==> config.mk <==
export PLATFORM = sky130hd
export DESIGN_NAME = sorted_list_insert_delete
export DESIGN_NICKNAME = d
export VERILOG_FILES = /design/src/hdl/sli_pkg.sv /design/src/hdl/sli_cell.sv /design/src/hdl/sorted_list_insert_delete.sv
export SDC_FILE = /design/constraint.sdc
export NUM_CORES = 2
export LEC_CHECK = 0
export BUFFER_PORTS_ARGS = -buffer_cell sky130_fd_sc_hd__buf_2
export CAP_MARGIN = 20
export CORE_ASPECT_RATIO = 0.7
export CORE_MARGIN = 2
export CORE_UTILIZATION = 65
export CTS_CLUSTER_SIZE = 24
export DETAILED_ROUTE_END_ITERATION = 10
export GPL_TIMING_DRIVEN = 0
export PLACE_DENSITY = 0.92
export RECOVER_POWER = 100
export SKIP_CTS_REPAIR_TIMING = 1
export SLEW_MARGIN = 10
export SYNTH_ARGS = -nofsm -noshare
export SYNTH_HDL_FRONTEND = slang
export SYNTH_SLANG_ARGS = --single-unit
export TNS_END_PERCENT = 30
==> constraint.sdc <==
create_clock -name clk -period 7.2 [get_ports clk]
set_input_delay 0.36 -clock clk [delete_from_list [all_inputs] [get_ports clk]]
set_output_delay 0.36 -clock clk [all_outputs]
set_load 0.005 [all_outputs]
==> src/hdl/sli_pkg.sv <==
package sli_pkg;

	// fixed widths of the item fields
	localparam int unsigned VALUE_W = 32;
	localparam int unsigned POS_W   = 5;
	localparam int unsigned COUNT_W = 5;

	typedef enum logic {
		OP_INSERT = 1'b0,
		OP_DELETE = 1'b1
	} opcode_t;

	typedef enum logic [1:0] {
		ST_INSERTED  = 2'd0,
		ST_DELETED   = 2'd1,
		ST_NOT_FOUND = 2'd2,
		ST_FULL      = 2'd3
	} status_t;

	typedef struct packed {
		opcode_t                    opcode;
		logic signed [VALUE_W-1:0] value;
	} cmd_item_t;

	typedef struct packed {
		status_t             status;
		logic [POS_W-1:0]    position;
		logic [COUNT_W-1:0]  entry_count;
	} res_item_t;

	// shift commands broadcast to every cell
	typedef struct packed {
		logic ins;
		logic del;
	} cell_ctl_t;

endpackage

==> src/hdl/sli_cell.sv <==
module sli_cell (
	input  logic                               clk,
	input  sli_pkg::cell_ctl_t                 ctl,
	input  logic signed [sli_pkg::VALUE_W-1:0] value,
	input  logic                               valid,
	input  logic                               left_lt,
	input  logic signed [sli_pkg::VALUE_W-1:0] left_entry,
	input  logic signed [sli_pkg::VALUE_W-1:0] right_entry,
	output logic                               lt,
	output logic                               boundary,
	output logic                               hit,
	output logic signed [sli_pkg::VALUE_W-1:0] entry
);

	logic signed [sli_pkg::VALUE_W-1:0] entry_q;
	logic signed [sli_pkg::VALUE_W-1:0] entry_d;

	// held entry is below the incoming value
	assign lt       = valid && (entry_q < value);
	// first cell that is not below the value
	assign boundary = left_lt && !lt;
	assign hit      = boundary && valid && (entry_q == value);
	assign entry    = entry_q;

	always_comb begin
		entry_d = entry_q;
		if (ctl.ins && !lt) begin
			entry_d = boundary ? value : left_entry;
		end else if (ctl.del && !lt) begin
			entry_d = right_entry;
		end
	end

	always_ff @(posedge clk) begin
		entry_q <= entry_d;
	end

endmodule

==> src/hdl/sorted_list_insert_delete.sv <==
// Sorted list of signed 32-bit values, kept in ascending order in a row of
// CAPACITY identical cells, duplicates allowed. Each cmd item is an insert
// (placed in front of the first stored value that is greater or equal) or a
// delete (removes the first stored value that is equal). Every item gives
// exactly one res item with the status, the sorted position acted on and
// the count after the operation. A refused insert on a full list reports
// position 0 and count CAPACITY; a delete that finds nothing reports
// position 0 and the unchanged count. Rate: one item per clock while
// cmd_stall is low; each res item is registered. All cells compare
// their entry with the value in parallel in the accept cycle, and each cell
// loads from itself, the value, or its left or right neighbor, so the
// compare plus the neighbor shift set the cycle. The single res register
// decouples the sides: cmd_stall is raised only while a res item is waiting
// and res_stall is high. The list is empty after reset; no clearing pass is
// needed since cells above the count are never looked at.
module sorted_list_insert_delete #(
	parameter int unsigned CAPACITY = 16
) (
	input  logic               clk,
	input  logic               arst_n,
	input  logic               cmd_valid,
	output logic               cmd_stall,
	input  sli_pkg::cmd_item_t cmd,
	output logic               res_valid,
	input  logic               res_stall,
	output sli_pkg::res_item_t res
);

	localparam int unsigned CNT_W = $clog2(CAPACITY + 1);
	localparam int unsigned IDX_W = $clog2(CAPACITY);

	// control
	logic                 accept;
	logic                 full;
	logic                 found;
	sli_pkg::cell_ctl_t   ctl;
	logic [CNT_W-1:0]     count_q;
	logic [CNT_W-1:0]     count_d;
	logic [IDX_W-1:0]     pos;
	logic                 res_valid_q;
	sli_pkg::res_item_t   res_q;
	sli_pkg::res_item_t   res_d;

	// cell row wiring
	logic [CAPACITY-1:0]                      cell_valid;
	logic [CAPACITY-1:0]                      cell_lt;
	logic [CAPACITY-1:0]                      cell_boundary;
	logic [CAPACITY-1:0]                      cell_hit;
	logic signed [sli_pkg::VALUE_W-1:0]       cell_entry [CAPACITY];

	// a new item is taken unless a finished one is still held back
	assign cmd_stall = res_valid_q && res_stall;
	assign accept    = cmd_valid && !cmd_stall;

	assign full  = (count_q >= CNT_W'(CAPACITY));
	assign found = |cell_hit;

	assign ctl.ins = accept && (cmd.opcode == sli_pkg::OP_INSERT) && !full;
	assign ctl.del = accept && (cmd.opcode == sli_pkg::OP_DELETE) && found;

	// the row of cells: each one sees its neighbors' entries and its left neighbor's compare flag
	for (genvar i = 0; i < CAPACITY; i++) begin : g_cell
		logic                               left_lt;
		logic signed [sli_pkg::VALUE_W-1:0] left_entry;
		logic signed [sli_pkg::VALUE_W-1:0] right_entry;

		assign cell_valid[i] = (CNT_W'(i) < count_q);

		if (i == 0) begin : g_first
			// nothing to the left, so treat it as below the value
			assign left_lt    = 1'b1;
			assign left_entry = cmd.value;
		end else begin : g_inner
			assign left_lt    = cell_lt[i-1];
			assign left_entry = cell_entry[i-1];
		end

		if (i == CAPACITY - 1) begin : g_last
			// past the end the content is never read
			assign right_entry = cell_entry[i];
		end else begin : g_body
			assign right_entry = cell_entry[i+1];
		end

		sli_cell u_cell (
			.clk         (clk),
			.ctl         (ctl),
			.value       (cmd.value),
			.valid       (cell_valid[i]),
			.left_lt     (left_lt),
			.left_entry  (left_entry),
			.right_entry (right_entry),
			.lt          (cell_lt[i]),
			.boundary    (cell_boundary[i]),
			.hit         (cell_hit[i]),
			.entry       (cell_entry[i])
		);
	end

	// encode the one-hot boundary into the sorted position
	always_comb begin
		pos = '0;
		for (int i = 0; i < CAPACITY; i++) begin
			if (cell_boundary[i]) begin
				pos = pos | IDX_W'(i);
			end
		end
	end

	// next count and result item
	always_comb begin
		count_d = count_q;
		if (ctl.ins) begin
			count_d = count_q + CNT_W'(1);
		end else if (ctl.del) begin
			count_d = count_q - CNT_W'(1);
		end

		res_d.entry_count = sli_pkg::COUNT_W'(32'(count_d));
		res_d.position    = '0;
		case (cmd.opcode)
			sli_pkg::OP_INSERT: begin
				if (full) begin
					res_d.status = sli_pkg::ST_FULL;
				end else begin
					res_d.status   = sli_pkg::ST_INSERTED;
					res_d.position = sli_pkg::POS_W'(32'(pos));
				end
			end
			sli_pkg::OP_DELETE: begin
				if (found) begin
					res_d.status   = sli_pkg::ST_DELETED;
					res_d.position = sli_pkg::POS_W'(32'(pos));
				end else begin
					res_d.status = sli_pkg::ST_NOT_FOUND;
				end
			end
			default: begin
				res_d.status = sli_pkg::ST_NOT_FOUND;
			end
		endcase
	end

	always_ff @(posedge clk or negedge arst_n) begin
		if (!arst_n) begin
			count_q     <= '0;
			res_valid_q <= 1'b0;
		end else begin
			count_q <= count_d;
			if (accept) begin
				res_valid_q <= 1'b1;
			end else if (!res_stall) begin
				res_valid_q <= 1'b0;
			end
		end
	end

	// result payload, loaded only when an item is taken
	always_ff @(posedge clk) begin
		if (accept) begin
			res_q <= res_d;
		end
	end

	assign res_valid = res_valid_q;
	assign res       = res_q;

`ifndef SYNTH
	// count stays within the row
	a_count_range: assert property (@(posedge clk) disable iff (!arst_n)
		count_q <= CNT_W'(CAPACITY))
		else $error("entry count above capacity");

	// sorted order: a cell below the value implies every cell to its left is too
	a_lt_thermometer: assert property (@(posedge clk) disable iff (!arst_n)
		(cell_lt & ~{cell_lt[CAPACITY-2:0], 1'b1}) == '0)
		else $error("cell compare flags not contiguous");

	a_boundary_onehot: assert property (@(posedge clk) disable iff (!arst_n)
		$onehot0(cell_boundary))
		else $error("more than one insertion point");

	a_insert_count: assert property (@(posedge clk) disable iff (!arst_n)
		ctl.ins |=> count_q == $past(count_q) + CNT_W'(1))
		else $error("insert did not grow the count");

	a_delete_count: assert property (@(posedge clk) disable iff (!arst_n)
		ctl.del |=> count_q == $past(count_q) - CNT_W'(1))
		else $error("delete did not shrink the count");
`endif

endmodule

==> impl_metrics.toml <==
[power]
ir_drop_mv = 0.221
power.density_mw_per_mm2 = 260
p_leak_nw = 16.8

[worst_setup_path]
rrSetupSlack_ps = 540
critPathLaunch = "cmd[14]"
worst_setup_path_end_kind = "flip-flop"
max_stage_delay_ps = 840
crit_path_start_kind = "primary input"
reg2regPathDepth = 16
critical_path_depth = 18
critPathCapture = "g_cell[12].u_cell.entry[27]"
reg2reg_from = "g_cell[1].u_cell.entry[13]"
timing.rr.end = "g_cell[12].u_cell.entry[27]"
crit_type = "primary input to flip-flop"
crit_slowest_cell = "inv_1"
crit_fanout = 22
cp.arrival_ps = 7360
crit_required_ps = 7570
path_delay_family = "buffers and inverters"
crit_top_cell = "clkbuf_1"
crit_chain = "clkbuf_1 > inv_1 > ha_1 > nand4_1 > nor3_1 > a21boi_0 > o41a_1 > or4b_2 > clkbuf_1 > nand2_1 > mux2i_1 > nand4b_1 > o31ai_4 > or2_1 > buf_4 > clkbuf_2 > nor2_4 > buf_16"
cp_num_buf_inv = 6

[cts]
cts_tree = "built"
cts_buffer_depth = 3
path_clk_slew_ps = 60
cts_inserted_buffers = 53
h-tree-depth = 2
cts_sinks = 529
clk_latency_ps = 640
root_buffer = "clkbuf_16"

[floorplanning]
rows = 74
io_pins = 51
dieArea_mm2 = 0.0604
core_area_mm2 = 0.0581
die_h_um = 206
die_width_um = 293
start_util_pct = 65.4

[synthesis]
synth_common_cells = "edfxtp_1, ha_1, a21oi_1"
synth_edf_count = 523
yosys_warnings = 0
ys.flop_type = "edfxtp_1"
ys_async_sr_fraction_pct = 1.13
ys_ff_latch = 529
synth_top_area_share_pct = 41.4
synth_most_common_cell = "edfxtp_1"
syn_avg_cell_area_um2 = 9.75
syn_inst = 3894
synth_area_leaders = "edfxtp_1, ha_1, mux2i_1, a21oi_1, o21ai_0"
yosys.area.top_type = "edfxtp_1"
ys_seq_area_share_pct = 41.8
synth_cell_types = 74
mappedNetlistArea_mm2 = 0.0380
syn_nets = 4446

[drt]
wl_per_cell_um = 24.2
vias = 33100
vias_per_cell = 6.88
antenna_left = 0
drt-pass1-iter-count = 7
routed_wirelength_um = 116000
drcViolationCount = 0
drt_first_iter_violations = 4747

[cells_and_area]
register_area_mm2 = 0.0159
fillers = 4143
fin_util_pct = 70.8
layout-drive-gt1-share_pct = 4.20
syn_to_final_growth_pct = 8.33
fin_area_mm2 = 0.0411
multi_input_area_mm2 = 0.0211
nNetsFinal = 4561
final_cell_count_no_fill = 4814

[placement]
dp.cells = 4710
placed_area_mm2 = 0.0394
io_buffers = 49
place_congestion = 1.02
dp_hpwl_um = 90800

[sta]
hold_violations = 0
finClkSkew_ps = 26.3
drv_slew = 149
max_freq_mhz = 143
tightest_slew_ps = 1910
rsz0062_at_grt = "no"
fin_tns_setup_ps = 0
setup_viol = 0
slew_headroom_pct = -27.0
period_share_pct = 97.0
period_needed_ps = 6980

[global_routing]
grt_max_degree = 34
grt_util_all_layers_pct = 37.9
grt_pass1_vias = 31900
grt.overflow.total = 0
grt_pass1_wl_um = 176000
antenna_found_initial = 0

[outcome]
violations = "max-capacitance violations, max-slew violations"
status = "complete, but fails checks"

[run]
maxCapViolations = 5

[hold_path]
whs_path_depth = 3
min_path_type = "primary input to flip-flop"
## metal layers
metal	vias up	wire length [um]	track usage [%]
met5	-	118	0
met1	15400	46600	52.2
li1	14900	-	-
met2	2437	49700	57.9
met4	2	4460	14.4
met3	370	15500	9.59
## worst min path at each step
stage                     startpoint          to  slack, ps
after floorplan               arst_n  count_q[0]         60
after global placement        arst_n  count_q[0]        280
after detailed placement      arst_n  count_q[0]        280
after CTS                     arst_n  count_q[2]       -370
after global routing       res_stall   res_valid         30
final                      res_stall   res_valid         10
## stage by stage
step | hold WS [ps] | power, mW | setup slack [ps]
2_1_floorplan | 64.4 | 6.65 | 1580
3_3_place_gp | 277 | 7.53 | -367
3_5_place_dp | 276 | 7.73 | 566
4_1_cts | -369 | 10.5 | 1180
5_1_grt | 34.6 | 11.1 | 490
6_report | 13.8 | 10.7 | 217
## worst register-to-register path, stage by stage (launching register included)
cell	delay, ps
edfxtp_1	450
ha_1	330
nand4_1	200
nor3_1	140
a21boi_0	170
o41a_1	430
or4b_2	640
clkbuf_1	150
nand2_1	560
mux2i_1	750
nand4b_1	310
o31ai_4	470
or2_1	180
buf_4	310
clkbuf_2	780
nor2_4	290
buf_16	260
## cell families (layout without fill, tap and decap cells)
logic type / after synthesis / count (layout) / synth area share [%]
AO/OA/AOI/OAI: 1106 / 1106 / 16.3
XOR/XNOR: 6 / 6 / 0.138
adder cells (fa/ha/maj): 515 / 515 / 17.0
buffers and inverters: 287 / 445 / 2.88
flip-flops: 529 / 529 / 41.8
multiplexers: 330 / 330 / 8.81
other: 1 / 3 / 0.00988
AND/OR/NAND/NOR: 1120 / 1120 / 13.1
## power by group
part | internal (mW) | leakage [nW] | switching (mW)
Sequential | 3.88 | 4.89 | 0.276
Combinational | 1.31 | 11.1 | 2.41
Clock | 1.54 | 0.815 | 1.28
## flip-flops by register name, indices dropped and copies added (netlist names)
| name | cells |
|---|---|
| res_valid | 1 |
| res | 11 |
| count_q | 5 |
| g_cell.u_cell.entry | 512 |
## layout by cell type, fill, tap and decap left out, types with 21 or more instances in the layout
cell type / Yosys / routed
clkbuf_1: 181 / 220
nor3_1: 27 / 27
clkbuf_16: 0 / 55
a21o_1: 84 / 84
buf_2: 1 / 41
nor2_1: 348 / 338
ha_1: 515 / 515
nand2_1: 468 / 468
a21oi_1: 472 / 472
nor4_1: 24 / 24
o21ai_0: 412 / 413
edfxtp_1: 523 / 523
a221oi_1: 21 / 21
mux2_2: 34 / 22
nand4_1: 97 / 97
inv_1: 76 / 76
nand3_1: 52 / 52
mux2i_1: 296 / 296
nor2b_1: 25 / 21
## layout make-up
cell class	count	area share, %
antenna	2	0.0122
buffer	210	1.94
clock buffer	69	3.47
clock inverter	29	0.581
inverter	77	0.703
multi-input combinational	3078	51.3
sequential	529	38.6
tap	760	2.31
timing repair buffer	60	1.12
Note: power is estimated with default switching activity, not from simulation.
